$ cat src/design/dpsc_pkg.sv
// Shared constants, datapath operation codes and controller/datapath structs
// for the distance PID speed controller. No dependencies.
package dpsc_pkg;

    // Parameter defaults.
    localparam int POS_WIDTH_DEF = 24;
    localparam int SUM_WIDTH_DEF = 48;

    // Fixed field widths.
    localparam int COORD_W    = 24;
    localparam int GAIN_W     = 32;
    localparam int RATE_W     = 10;
    localparam int LIM_W      = 23;
    localparam int DIST_W     = 24;
    localparam int CFG_DATA_W = 32;
    localparam int CFG_IDX_W  = 3;

    // Square root: one result bit per step over a 50-bit radicand.
    localparam int SQRT_STEPS = 25;
    localparam int SQRT_CNT_W = $clog2(SQRT_STEPS);

    // Configuration register indexes.
    localparam logic [CFG_IDX_W-1:0] REG_TARGET_X    = 3'd0;
    localparam logic [CFG_IDX_W-1:0] REG_TARGET_Y    = 3'd1;
    localparam logic [CFG_IDX_W-1:0] REG_GAIN_P      = 3'd2;
    localparam logic [CFG_IDX_W-1:0] REG_GAIN_I      = 3'd3;
    localparam logic [CFG_IDX_W-1:0] REG_GAIN_D      = 3'd4;
    localparam logic [CFG_IDX_W-1:0] REG_SAMPLE_RATE = 3'd5;
    localparam logic [CFG_IDX_W-1:0] REG_SPEED_LIMIT = 3'd6;
    localparam logic [CFG_IDX_W-1:0] REG_REACH_TOL   = 3'd7;

    // Datapath operation codes.
    localparam int OP_W = 4;
    localparam logic [OP_W-1:0] OP_NONE   = 4'd0;
    localparam logic [OP_W-1:0] OP_LOAD   = 4'd1;
    localparam logic [OP_W-1:0] OP_ABS    = 4'd2;
    localparam logic [OP_W-1:0] OP_SQX    = 4'd3;
    localparam logic [OP_W-1:0] OP_SQY    = 4'd4;
    localparam logic [OP_W-1:0] OP_RADD   = 4'd5;
    localparam logic [OP_W-1:0] OP_SQRT   = 4'd6;
    localparam logic [OP_W-1:0] OP_DIST   = 4'd7;
    localparam logic [OP_W-1:0] OP_MUL_P  = 4'd8;
    localparam logic [OP_W-1:0] OP_MUL_IL = 4'd9;
    localparam logic [OP_W-1:0] OP_MUL_IH = 4'd10;
    localparam logic [OP_W-1:0] OP_MUL_DL = 4'd11;
    localparam logic [OP_W-1:0] OP_MUL_DH = 4'd12;
    localparam logic [OP_W-1:0] OP_TERM_D = 4'd13;
    localparam logic [OP_W-1:0] OP_SUM    = 4'd14;
    localparam logic [OP_W-1:0] OP_OUT    = 4'd15;

    typedef struct packed {
        logic [OP_W-1:0] op;
    } t_dp_cmd;

    typedef struct packed {
        logic sqrt_last;
    } t_dp_sts;

endpackage

$ cat src/design/dpsc_ctrl.sv
// Sequencing state machine of the distance PID speed controller.
// Depends on dpsc_pkg; drives the datapath through t_dp_cmd.
module dpsc_ctrl (
    input  logic               i_clk,
    input  logic               i_rst_n,
    input  logic               i_valid,
    input  logic               i_stall,
    output logic               o_stall,
    output logic               o_valid,
    output dpsc_pkg::t_dp_cmd  o_cmd,
    input  dpsc_pkg::t_dp_sts  i_sts
);

    localparam logic [3:0] S_IDLE  = 4'd0;
    localparam logic [3:0] S_ABS   = 4'd1;
    localparam logic [3:0] S_SQX   = 4'd2;
    localparam logic [3:0] S_SQY   = 4'd3;
    localparam logic [3:0] S_RADD  = 4'd4;
    localparam logic [3:0] S_SQRT  = 4'd5;
    localparam logic [3:0] S_DIST  = 4'd6;
    localparam logic [3:0] S_MP    = 4'd7;
    localparam logic [3:0] S_MIL   = 4'd8;
    localparam logic [3:0] S_MIH   = 4'd9;
    localparam logic [3:0] S_MDL   = 4'd10;
    localparam logic [3:0] S_MDH   = 4'd11;
    localparam logic [3:0] S_TD    = 4'd12;
    localparam logic [3:0] S_SUM   = 4'd13;
    localparam logic [3:0] S_OUT   = 4'd14;

    logic [3:0] r_state, n_state;
    logic       r_out_valid, n_out_valid;
    logic       w_load_out;

    always_comb begin
        n_state    = r_state;
        o_cmd.op   = dpsc_pkg::OP_NONE;
        w_load_out = 1'b0;
        unique case (r_state)
            S_IDLE: begin
                if (i_valid) begin
                    o_cmd.op = dpsc_pkg::OP_LOAD;
                    n_state  = S_ABS;
                end
            end
            S_ABS: begin
                o_cmd.op = dpsc_pkg::OP_ABS;
                n_state  = S_SQX;
            end
            S_SQX: begin
                o_cmd.op = dpsc_pkg::OP_SQX;
                n_state  = S_SQY;
            end
            S_SQY: begin
                o_cmd.op = dpsc_pkg::OP_SQY;
                n_state  = S_RADD;
            end
            S_RADD: begin
                o_cmd.op = dpsc_pkg::OP_RADD;
                n_state  = S_SQRT;
            end
            S_SQRT: begin
                o_cmd.op = dpsc_pkg::OP_SQRT;
                if (i_sts.sqrt_last) begin
                    n_state = S_DIST;
                end
            end
            S_DIST: begin
                o_cmd.op = dpsc_pkg::OP_DIST;
                n_state  = S_MP;
            end
            S_MP: begin
                o_cmd.op = dpsc_pkg::OP_MUL_P;
                n_state  = S_MIL;
            end
            S_MIL: begin
                o_cmd.op = dpsc_pkg::OP_MUL_IL;
                n_state  = S_MIH;
            end
            S_MIH: begin
                o_cmd.op = dpsc_pkg::OP_MUL_IH;
                n_state  = S_MDL;
            end
            S_MDL: begin
                o_cmd.op = dpsc_pkg::OP_MUL_DL;
                n_state  = S_MDH;
            end
            S_MDH: begin
                o_cmd.op = dpsc_pkg::OP_MUL_DH;
                n_state  = S_TD;
            end
            S_TD: begin
                o_cmd.op = dpsc_pkg::OP_TERM_D;
                n_state  = S_SUM;
            end
            S_SUM: begin
                o_cmd.op = dpsc_pkg::OP_SUM;
                n_state  = S_OUT;
            end
            S_OUT: begin
                // Hold while the previous result is still waiting downstream.
                if (!(r_out_valid && i_stall)) begin
                    o_cmd.op   = dpsc_pkg::OP_OUT;
                    w_load_out = 1'b1;
                    n_state    = S_IDLE;
                end
            end
            default: begin
                n_state = S_IDLE;
            end
        endcase
    end

    assign n_out_valid = (r_out_valid && i_stall) || w_load_out;

    always_ff @(posedge i_clk) begin
        if (!i_rst_n) begin
            r_state     <= S_IDLE;
            r_out_valid <= 1'b0;
        end else begin
            r_state     <= n_state;
            r_out_valid <= n_out_valid;
        end
    end

    assign o_stall = (r_state != S_IDLE);
    assign o_valid = r_out_valid;

endmodule

$ cat config.mk
export PLATFORM = sky130hd
export DESIGN_NAME = dpsc_ctrl
export DESIGN_NICKNAME = d
export VERILOG_FILES = /design/src/design/dpsc_pkg.sv /design/src/design/dpsc_ctrl.sv
export SDC_FILE = /design/constraint.sdc
export NUM_CORES = 1
export LEC_CHECK = 0
export BUFFER_PORTS_ARGS = -buffer_cell sky130_fd_sc_hd__clkbuf_2
export CORE_AREA = 8 8 45 47
export CTS_BUF_LIST = sky130_fd_sc_hd__clkbuf_8 sky130_fd_sc_hd__clkbuf_16
export DETAILED_ROUTE_END_ITERATION = 12
export DIE_AREA = 0 0 53 55
export PLACE_DENSITY = 0.57
export REMOVE_ABC_BUFFERS = 1
export SKIP_CTS_REPAIR_TIMING = 1
export SYNTH_ARGS = -nofsm -noshare
export SYNTH_HDL_FRONTEND = slang
export SYNTH_SLANG_ARGS = --single-unit
$ cat constraint.sdc
create_clock -name i_clk -period 2 [get_ports i_clk]
set_clock_uncertainty 0.1 [all_clocks]
set_input_delay 0.1 -clock i_clk [delete_from_list [all_inputs] [get_ports i_clk]]
set_output_delay 0.1 -clock i_clk [all_outputs]
set_load 0.02 [all_outputs]
==> key figures <==
Synthesis
  • Sequential area share after synthesis: 27.30%
  • Yosys warning count: 0
  • Synth Instances: 48
  • Post-synthesis area per instance: between 7 and 8 um^2
  • Yosys reg bits: 5
  • Netlist cell types: 26
  • Post-Syn Area: 366.6 um^2

Floorplanning
  • Die area: 2915 um^2
  • IO Pins: 11
  • Core area: 1384 um^2
  • Die Height: about 55 um
  • Initial Util: 26.49%
  • Die X: 53 um
  • Row Count: 14

STA
  • Slew Viols, Final: 0
  • Setup TNS: 0 ns
  • Period utilisation layout: 84.50%
  • Slew margin rel.: 70.29%
  • Worst slew pin tran: 0.4450 ns
  • Setup-failing EPs final: 0
  • Hold Violations, Final: 0
  • Fmax: 591.7 MHz
  • RSZ-0062 raised after global routing: false
  • Shortest period the worst path allows: 1.690 ns
  • Hold slack: approximately 0.050 ns

Worst setup path
  • Max FO, Critical Path: 11
  • Largest stage delay on the critical path: approximately 0.48 ns
  • Worst reg2reg setup slack: between 0.6 and 0.7 ns
  • CP required: 1.80 ns
  • Kind of critical path: flip-flop to output pin
  • Crit-path cells: inv_1 -> or3_1 -> nand2_1 -> clkbuf_2
  • Crit start category: flip-flop
  • CP Capture Type: output pin
  • WP data arrival: 1.49 ns
  • CP max-delay cell: dfxtp_1

Job
  • Max-Cap Viols: 0

Clock tree
  • Clock Path Buffers: 2
  • Clk root buf: clkbuf_8
  • Worst-path clk slew: roughly 0.030 ns
  • Sink Count: 5
  • TritonCTS clock tree: yes
  • H-tree depth: 1
  • Num CTS Buffers: 3
  • Clk_lat worst skew: 0.22 ns

Layout
  • Nets: 64
  • Post-Layout Cell Count: 74
  • Filler Cells Inserted: roughly 160
  • Area growth, synth to finish: 22.53%
  • Footprint of the multi-input gates: 226.5 um^2
  • N_diodes: 0
  • FF+latch area: 100.1 um^2
  • Layout cells sized above 1: 27.59%

Detailed routing
  • Via count: between 300 and 400
  • First drt pass iteration count: 2
  • Drt wl/cell: 11.27 um
  • Drt via density: 4.905
  • Met3 WL: 57 um
  • Total Wirelength: 834 um
  • Metal-1 WL: 352 um
  • Wire length on met2: 388 um
  • DRC Markers: 0
  • Top Metal Used: met4
  • Detail Route Antenna Nets: 0
  • Initial DRC Count: 3

GRT
  • Antenna violations before repair: 0
  • Wire length of the first global-routing pass: 1.414 mm
  • Overall routing resource usage: 6.881%
  • Vias in the first global route: 344
  • Largest net degree at the start of global routing: 13
  • Gr ovfl total: 0

Power
  • Pint: 281.8 uW
  • Peak supply drop: 256.1 uV
  • Power, Total: 408.6 uW
  • Register share of total power: 32.1%
  • Clk pwr share: 43.5%
  • Sw power: 126.9 uW
  • Pwr per Cell Area: 909.7 nW/um^2
  • Lkg Pwr: 0.2149 nW
  • Combinational share of power: 24.4%
  • Switching Share: 31.05%

Placed design
  • RD Place Congestion: 0.7117
  • Port Buffers: 10
  • Dpl cells: 70
  • Post-DP HPWL: 637.9 um

Min path
  • HP Class: input pin to flip-flop

Outcome
  • Status: finished clean
-- power groups by stage --
| stage | Clock (mW) | Sequential, mW | Combinational (mW) |
|---|---|---|---|
| 2_1_floorplan | 0 | 0.127 | 0.0712 |
| 3_3_place_gp | 0 | 0.132 | 0.102 |
| 3_5_place_dp | 0 | 0.132 | 0.102 |
| 4_1_cts | 0.185 | 0.131 | 0.102 |
| 5_1_grt | 0.195 | 0.135 | 0.111 |
| 6_report | 0.178 | 0.131 | 0.0997 |
-- logic make-up (layout without fill, tap and decap cells) --
kind of cell	after synthesis	after routing	share of synthesized area (%)
simple gates	19	19	29.70
buf+inv	6	16	10.92
flops	5	5	27.30
mux	1	1	2.730
compound gates	17	17	29.36
-- critical path, delay by kind of cell (launching register included) --
kind / cells / cell delay (ns)
buffers and inverters: 2 / 0.33
DFF: 1 / 0.48
and+or+nand+nor: 2 / 0.46
-- synth_stat cells (all sizes together) --
cell type	number	area, um^2
a21boi	2	15.02
or4	1	7.510
nor4	1	6.260
nor3	2	10.01
o21ai	8	40.04
a22oi	1	7.510
or3	1	6.260
nand2b	1	6.260
a311oi	1	8.760
a31o	1	8.760
a21oi	2	10.01
and3b	2	18.77
dfxtp	5	100.1
nand2	5	26.27
mux2i	1	10.01
buf	4	32.53
nand3	2	10.01
o21a	1	7.510
inv	2	7.510
nor2b	1	6.260
nor2	3	11.26
o211a	1	10.01
-- cell type report --
type	count	share of cell area [%]
clock inverters	1	0.8357
inverters	2	1.671
flip-flops and latches	5	22.28
repair buffers	10	11.14
well taps	16	4.457
multi-input cells	37	50.42
clock buffers	3	9.192
-- path summary, 6_finish.rpt --
path                                         startpoint                       to  cells after the start
worst max-delay path            r_state[0]$_SDFFE_PN0P_                 o_cmd[3]                      4
worst min-delay path                            i_rst_n  r_state[2]$_SDFFE_PN0P_                      2
worst max register to register  r_state[0]$_SDFFE_PN0P_  r_state[3]$_SDFFE_PN0P_                      3
worst min register to register       o_valid$_SDFF_PN0_       o_valid$_SDFF_PN0_                      2
-- layout by cell type (no fill, tap or decap) --
cell      count
nand3_1       2
nand2b_1      1
inv_1         3
or4_1         1
o21a_1        1
a311oi_1      1
clkbuf_2     10
a31o_2        1
a21boi_1      1
clkbuf_8      3
nor2b_1       1
nor3_1        2
a21boi_0      1
o211a_1       1
nor4_1        1
nand2_1       4
and3b_2       1
nand2_4       1
and3b_1       1
or3_1         1
o21ai_0       8
a22oi_1       1
dfxtp_1       5
nor2_1        3
a21oi_1       2
mux2i_1       1
-- layer usage --
layer	vias up	GRT usage (%)
li1	194	-
met4	0	7.759
met1	157	6.829
met3	5	2.941
met5	-	0
met2	7	10.16
-- metrics by stage --
| step | util (%) | instance area [um^2] | setup WS, ns |
|---|---|---|---|
| after floorplan | - | 334.1 | 0.7132 |
| after global placement | 29.20 | 404.1 | 0.5067 |
| after detailed placement | 29.20 | 404.1 | 0.5361 |
| after CTS | 32.46 | 449.2 | 0.2954 |
| after global routing | 32.46 | 449.2 | 0.1454 |
| final | 32.46 | 449.2 | 0.3099 |
-- flip-flops by register name (all words and copies together), names as in the netlist --
| register | count |
|---|---|
| o_valid | 1 |
| r_state | 4 |
No activity file was read; power rests on OpenSTA's default activity.
